<file path="config.mk">
export PLATFORM = sky130hd
export DESIGN_NAME = swms_ctrl
export DESIGN_NICKNAME = d
export VERILOG_FILES = /design/src/design/swms_pkg.sv /design/src/design/swms_ctrl.sv
export SDC_FILE = /design/constraint.sdc
export NUM_CORES = 1
export LEC_CHECK = 0
export BUFFER_PORTS_ARGS = -buffer_cell sky130_fd_sc_hd__buf_2
export CORE_ASPECT_RATIO = 1.25
export CORE_MARGIN = 2
export CORE_UTILIZATION = 47
export CTS_CLUSTER_DIAMETER = 200
export DETAILED_ROUTE_END_ITERATION = 8
export GPL_ROUTABILITY_DRIVEN = 0
export GPL_TIMING_DRIVEN = 0
export HOLD_SLACK_MARGIN = 0.1
export PLACE_DENSITY = 0.83
export SLEW_MARGIN = 40
export SYNTH_ARGS = -nofsm -noshare
export SYNTH_HDL_FRONTEND = slang
export SYNTH_SLANG_ARGS = --single-unit
export TNS_END_PERCENT = 1
</file>
<file path="constraint.sdc">
create_clock -name clk -period 2.3 [get_ports clk]
set_clock_uncertainty 0.05 [all_clocks]
set_input_delay 0.345 -clock clk [delete_from_list [all_inputs] [get_ports clk]]
set_output_delay 0.345 -clock clk [all_outputs]
set_load 0.005 [all_outputs]
</file>
<file path="src/design/swms_pkg.sv">
package swms_pkg;

  // Operation codes of an input item
  localparam logic [1:0] OP_WRITE_COEFF  = 2'd0;
  localparam logic [1:0] OP_WRITE_SENSOR = 2'd1;
  localparam logic [1:0] OP_SET_STATE    = 2'd2;
  localparam logic [1:0] OP_STEP         = 2'd3;

  // Result status codes
  localparam logic [1:0] ST_OK        = 2'd0;
  localparam logic [1:0] ST_BAD_INDEX = 2'd1;
  localparam logic [1:0] ST_BAD_TOTAL = 2'd2;

  // Configuration register indexes
  localparam logic [7:0] CFG_STATE_COUNT  = 8'd0;
  localparam logic [7:0] CFG_SENSOR_COUNT = 8'd1;

  // Weight and total accumulator width, enough for 64 states of 32 sensors
  localparam int ACC_W = 40;
  localparam int LHS_W = ACC_W + 17;

  typedef struct packed {
    logic       load;        // latch the accepted item
    logic       coeff_we;    // write coefficient of the latched item
    logic       sensor_we;   // write sensor of the latched item
    logic       set_state;   // force state to to_state
    logic       clear_total; // start of a step
    logic       scan_valid;  // issue one coefficient read
    logic [4:0] t;           // candidate state
    logic [3:0] k;           // coefficient within the row
    logic       mul;         // form random * total
    logic       clear_run;   // reset running sum
    logic       pick_rd;     // read weight t
    logic       run_add;     // add weight t to running sum
    logic       pick_state;  // take t as next state
    logic       out_load;    // capture result
    logic [1:0] out_status;
  } cmd_t;

  typedef struct packed {
    logic [1:0] op;
    logic       coeff_ok;
    logic       sensor_ok;
    logic       state_ok;
    logic [4:0] ns;
    logic [3:0] nk;
    logic       pipe_busy;
    logic       total_pos;
    logic       hit;
  } stat_t;

endpackage

</file>
<file path="src/design/swms_ctrl.sv">
module swms_ctrl (
  input  logic           clk,
  input  logic           rst,
  input  logic           in_valid,
  output logic           in_ready,
  output logic           out_valid,
  input  logic           out_ready,
  input  swms_pkg::stat_t stat,
  output swms_pkg::cmd_t  cmd
);
  import swms_pkg::*;

  typedef enum logic [2:0] {
    S_IDLE, S_EXEC, S_SCAN, S_DRAIN, S_MUL, S_PICK_RD, S_PICK_CMP, S_FINISH
  } state_t;

  state_t     state;
  logic [4:0] t;
  logic [3:0] k;
  logic [1:0] res_status;
  logic       out_free;

  assign in_ready = (state == S_IDLE);
  assign out_free = !out_valid || out_ready;

  always_comb begin
    cmd            = '0;
    cmd.t          = t;
    cmd.k          = k;
    cmd.out_status = res_status;
    unique case (state)
      S_IDLE:     cmd.load = in_valid;
      S_EXEC: begin
        unique case (stat.op)
          OP_WRITE_COEFF:  cmd.coeff_we  = stat.coeff_ok;
          OP_WRITE_SENSOR: cmd.sensor_we = stat.sensor_ok;
          OP_SET_STATE:    cmd.set_state = stat.state_ok;
          OP_STEP:         cmd.clear_total = 1'b1;
          default:         cmd.clear_total = 1'b0;
        endcase
      end
      S_SCAN:     cmd.scan_valid = 1'b1;
      S_DRAIN:    cmd.clear_run  = 1'b0;
      S_MUL: begin
        cmd.mul       = 1'b1;
        cmd.clear_run = 1'b1;
      end
      S_PICK_RD:  cmd.pick_rd = 1'b1;
      S_PICK_CMP: begin
        cmd.run_add    = 1'b1;
        cmd.pick_state = stat.hit;
      end
      S_FINISH:   cmd.out_load = out_free;
      default:    cmd.out_load = 1'b0;
    endcase
  end

  always_ff @(posedge clk) begin
    if (rst) begin
      state      <= S_IDLE;
      t          <= '0;
      k          <= '0;
      res_status <= ST_OK;
      out_valid  <= 1'b0;
    end else begin
      if (state == S_FINISH && out_free) begin
        out_valid <= 1'b1;
      end else if (out_ready) begin
        out_valid <= 1'b0;
      end
      unique case (state)
        S_IDLE: begin
          if (in_valid) begin
            state <= S_EXEC;
          end
        end
        S_EXEC: begin
          t          <= '0;
          k          <= '0;
          res_status <= ST_OK;
          unique case (stat.op)
            OP_WRITE_COEFF: begin
              if (!stat.coeff_ok) res_status <= ST_BAD_INDEX;
              state <= S_FINISH;
            end
            OP_WRITE_SENSOR: begin
              if (!stat.sensor_ok) res_status <= ST_BAD_INDEX;
              state <= S_FINISH;
            end
            OP_SET_STATE: begin
              if (!stat.state_ok) res_status <= ST_BAD_INDEX;
              state <= S_FINISH;
            end
            default: state <= S_SCAN;
          endcase
        end
        S_SCAN: begin
          // walk the row: every coefficient of candidate t, then the next t
          if (k == stat.nk) begin
            k <= '0;
            if (t == stat.ns - 5'd1) begin
              state <= S_DRAIN;
            end else begin
              t <= t + 5'd1;
            end
          end else begin
            k <= k + 4'd1;
          end
        end
        S_DRAIN: begin
          if (!stat.pipe_busy) begin
            if (stat.total_pos) begin
              state <= S_MUL;
            end else begin
              res_status <= ST_BAD_TOTAL;
              state      <= S_FINISH;
            end
          end
        end
        S_MUL: begin
          t     <= '0;
          state <= S_PICK_RD;
        end
        S_PICK_RD: state <= S_PICK_CMP;
        S_PICK_CMP: begin
          priority if (stat.hit || t == stat.ns - 5'd1) begin
            state <= S_FINISH;
          end else begin
            t     <= t + 5'd1;
            state <= S_PICK_RD;
          end
        end
        S_FINISH: begin
          if (out_free) begin
            state <= S_IDLE;
          end
        end
        default: state <= S_IDLE;
      endcase
    end
  end

endmodule

</file>
==> After elaboration in Yosys (flattened, before gate mapping) <==
Cells that the tools add are included.
{ "totals": {"register_bits": 15, "output_inout_bits": 25} }
{ "op_classes": {"n_addsub": 3, "eq_ne": 20, "mux": 35, "n_reduce_logical": 15} }
{ "op_table": {"columns": ["op", "n"], "rows": [
  ["$pmux W3 S8", 1],
  ["$mux W3", 6],
  ["$ne A2 B2 Y1 const B", 8],
  ["$mux W5", 3],
  ["$pmux W5 S3", 1],
  ["$mux W1", 14],
  ["$eq A3 B3 Y1 const B", 4],
  ["$mux W2", 5],
  ["$mux W4", 2],
  ["$pmux W4 S2", 1],
  ["$eq A3 B2 Y1 const B", 2],
  ["$reduce_bool A2 Y1", 3],
  ["$add A5 B1 Y5 const B", 1],
  ["$eq A5 B5 Y1", 1],
  ["$reduce_and A5 Y1", 1],
  ["$sub A5 B1 Y5 const B", 1],
  ["$add A4 B1 Y4 const B", 1],
  ["$eq A2 B2 Y1 const B", 2],
  ["$eq A4 B4 Y1", 1],
  ["$pmux W2 S2", 1],
  ["$reduce_and A4 Y1", 1],
  ["$eq A3 B1 Y1 const B", 1],
  ["$logic_not A3 Y1", 1],
  ["$pmux W1 S3", 1],
  ["9 further kinds", 10]
]} }

==> Depth between registers and ports, before layout <==
{ "depth": {"word_depth": 5, "ltp_mapped": 8} }

==> Worst setup path before layout <==
No wires, ideal clock.
{ "synth_path": {"path_kind": "input to register", "start": "input stat[7] in the netlist's numbering", "end": "register t[2]", "arrival_time_ns": 1.725, "t_required_ns": 2.125, "setup_slack_ns": 0.400, "cell_stages": 8, "path_buffers": 1, "path_cell_list": "inv_1 > ha_1 > nor2b_1 > or3_1 > a311oi_1 > buf_2 > or4_1 > a21oi_1"} }
{ "synth_via": {"elab_chain_cells": 5, "word_cells_on_any_way": 6} }
{ "synth_rtl": {"columns": ["item", "line", "source"], "rows": [
  ["start, declared", "swms_ctrl.sv:8", "input swms_pkg::stat_t stat,"],
  ["$sub A5 B1 Y5 *", "swms_ctrl.sv:101, swms_ctrl.sv:126", null],
  ["$eq A5 B5 Y1 *", "swms_ctrl.sv:101, swms_ctrl.sv:126", null],
  ["$logic_or A1 B1 Y1", "swms_ctrl.sv:126", "priority if (stat.hit || t == stat.ns - 5'd1) begin"],
  ["$ne A2 B2 Y1 (no source line)", null, null],
  ["$reduce_and A4 Y1 (no source line) *", null, null],
  ["end signal, assigned", "swms_ctrl.sv:104", "t <= t + 5'd1;"],
  ["end signal, assigned", "swms_ctrl.sv:129", "t <= t + 5'd1;"],
  ["end, declared", "swms_ctrl.sv:18", "logic [4:0] t;"]
]} }
Every way passes the cells marked *; elsewhere a longest branch is shown, timed or not.
A chain may end at the register's enable or synchronous reset.

==> flow_summary_export.csv <==
group,metric,value,unit
floorplan,floorplan.die_area,2750,um^2
sta,slew_violations,0,
placed_design,dp_hpwl,2180,um
sta,max_freq,470,MHz
critical_path,required,1.90,ns
drt,ant_nets,0,
sta,period_share,0.926,
floorplan,fp-row-count,19,
drt,wl_per_cell,12.4,um
power,irDropWorstVdd,0.610,mV
logic_synthesis,ys_seq_area_frac,0.272,
critical_path,cp_max_fo,7,
final_layout,area_growth,25.9,%
critical_path,cp_data_arrival_time,1.73,ns
logic_synthesis,syn_inst,144,
power,power_density,795,nW/um^2
drt,wl,2760,um
floorplan,io_pins,46,
final_layout,n_antenna_cell,0,
clock_network,cts_hold_buf,0,
logic_synthesis,yosys_warnings,0,
flow_run,maxCapViolCount,0,
final_layout,fin_area,1390,um^2
logic_synthesis,synth_nets,168,
clock_network,clockBufferDepth,2,
global_routing,grt_pass1_wl,4550,um
clock_network,cts_tree,"done",
global_routing,grt_pass1_vias,1142,
logic_synthesis,ys_ff_latch,15,
clock_network,cts.clk_slew.worst_paths,0.09,ns
clock_network,cts_setup_buffers,0,
clock_network,clk_latency,0.28,ns
floorplan,dieHeight,58.2,um
power,p_leak,0.647,nW
critical_path,crit_type,"reg -> out",
logic_synthesis,synthesis.area,1100,um^2
placed_design,numPortBuffers,44,
drt,vias,1212,
drt,wl_met2,1400,um
final_layout,nets,217,
clock_network,clockRootBuffer,"clkbuf_4",
final_layout,mostFrequentLayoutCells,"46 x buf_2, 15 x dfxtp_1, 14 x a21oi_1",
min_path,min_path_type,"in -> reg",
global_routing,grt_max_degree,11,
drt,met1_length,1180,um
clock_network,ctsResizeCount,0,
floorplan,initial_utilization,0.499,
critical_path,worstSetupStartpointType,"flip-flop",
global_routing,grt_overflow,0,
global_routing,antenna_found_initial,0,
sta,hold_viol,0,
clock_network,htreeDepth,1,
final_layout,drive_above_1_share,0.281,
sta,tightestPinTransition,0.488,ns
sta,rsz0062_at_grt,"no",
outcome,status,"finished, final reports clean",
drt,drt_first_pass_iters,4,
power,power,1.10,mW
sta,setup_violations,0,
drt,wl_met3,141,um
drt,highest_layer,"met4",
drt,drc,0,
placed_design,dpl_cell_area,1360,um^2
global_routing,grt_usage,0.227,
drt,vias_per_cell,5.43,
final_layout,final_common_cell,"buf_2",
clock_network,cts.sinks,15,
clock_network,numCtsBuffers,3,
logic_synthesis,netlist-cell-type-count,42,
floorplan,core_area,2210,um^2
critical_path,crit_path_end_kind,"output pin",
sta,relSlewSlack,0.673,
floorplan,die_w,47.3,um
logic_synthesis,synth_area_per_cell,7.66,um^2
sta,fin_crit,2.13,ns
drt,drtIter0Drc,18,
==> report_power, final <==
part | internal, mW | switching [mW] | total [mW] | leakage, nW
Clock | 0.0674 | 0.0833 | 0.151 | 0.0150
Combinational | 0.254 | 0.364 | 0.618 | 0.510
Sequential | 0.303 | 0.0316 | 0.335 | 0.122
==> logic make-up after synthesis <==
kind of cell,Yosys count,share of synthesized area
mux,1,0.00907
flops,15,0.272
fa+ha+maj,3,0.0340
xor+xnor,10,0.0794
simple gates,60,0.319
buf+inv,14,0.0533
compound gates,41,0.234
==> registers in the layout, summed over array words and instances, names as in the netlist <==
| register | cells |
|---|---|
| t | 5 |
| k | 4 |
| state | 3 |
| res_status | 2 |
| out_valid | 1 |
==> final cells by class <==
type | count | area (um^2)
inverters | 5 | 18.8
flip-flops and latches | 15 | 300
repair buffers | 44 | 220
plain buffers | 9 | 40.0
multi-input cells | 115 | 744
clock buffers | 4 | 26.3
fillers | 205 | 822
well taps | 31 | 38.8
==> through the flow <==
| stage | TNS, ns | cells | util | setup slack, ns | hold WS, ns |
|---|---|---|---|---|---|
| after detailed placement | -0.0679 | 219 | 0.616 | -0.0277 | 0.404 |
| after floorplan | 0 | 144 | - | 0.400 | 0.403 |
| after CTS | 0 | 223 | 0.628 | 0.184 | 0.309 |
| final | 0 | 223 | 0.628 | 0.171 | 0.310 |
| after global routing | 0 | 223 | 0.628 | 0.0271 | 0.323 |
| after global placement | 0 | 219 | 0.616 | 0.0924 | 0.399 |
==> path summary, 6_finish.rpt <==
| path | start | end | slack [ns] | cells after the start |
|---|---|---|---|---|
| max | state[0] | cmd[21] | 0.17 | 5 |
| min | rst | state[0] | 0.31 | 3 |
| max reg2reg | t[2] | t[1] | 0.22 | 6 |
| min reg2reg | res_status[0] | res_status[0] | 0.41 | 2 |
==> synth_stat cells (all sizes together) <==
master | number | area, um^2
buf | 5 | 25.0
nand3b | 1 | 7.51
nand3 | 5 | 25.0
nor4 | 1 | 21.3
inv | 5 | 18.8
xor2 | 7 | 61.3
clkbuf | 4 | 15.0
nor2b | 8 | 52.6
xnor2 | 3 | 26.3
nor4bb | 1 | 10.0
mux2i | 1 | 10.0
o31ai | 3 | 22.5
or3 | 2 | 12.5
o21ai | 10 | 50.0
o41a | 1 | 11.3
or4 | 3 | 22.5
a311oi | 1 | 8.76
a21o | 3 | 22.5
and2 | 3 | 18.8
nor3b | 2 | 15.0
a22oi | 3 | 27.5
a31oi | 1 | 6.26
or3b | 1 | 8.76
ha | 3 | 37.5
nor3 | 7 | 35.0
o211ai | 1 | 7.51
nor2 | 9 | 33.8
a211o | 1 | 8.76
a21oi | 14 | 70.1
and3b | 1 | 8.76
and3 | 2 | 12.5
nand2b | 4 | 25.0
a211oi | 2 | 15.0
o21bai | 1 | 7.51
nor4b | 1 | 8.76
dfxtp | 15 | 300
nand2 | 9 | 33.8
==> worst max-delay path, stage by stage, from the launching register on <==
cell,delay (ns)
dfxtp_1,0.31
clkbuf_1,0.29
nor2b_1,0.28
nand2_1,0.13
nor4b_1,0.27
buf_2,0.16
==> routing by layer <==
metal | vias to the layer above | global-route usage
met5 | - | 0
met4 | 0 | 0.111
met3 | 4 | 0.0374
met2 | 38 | 0.396
met1 | 558 | 0.251
li1 | 612 | -
(Power assumes the default switching activity.)
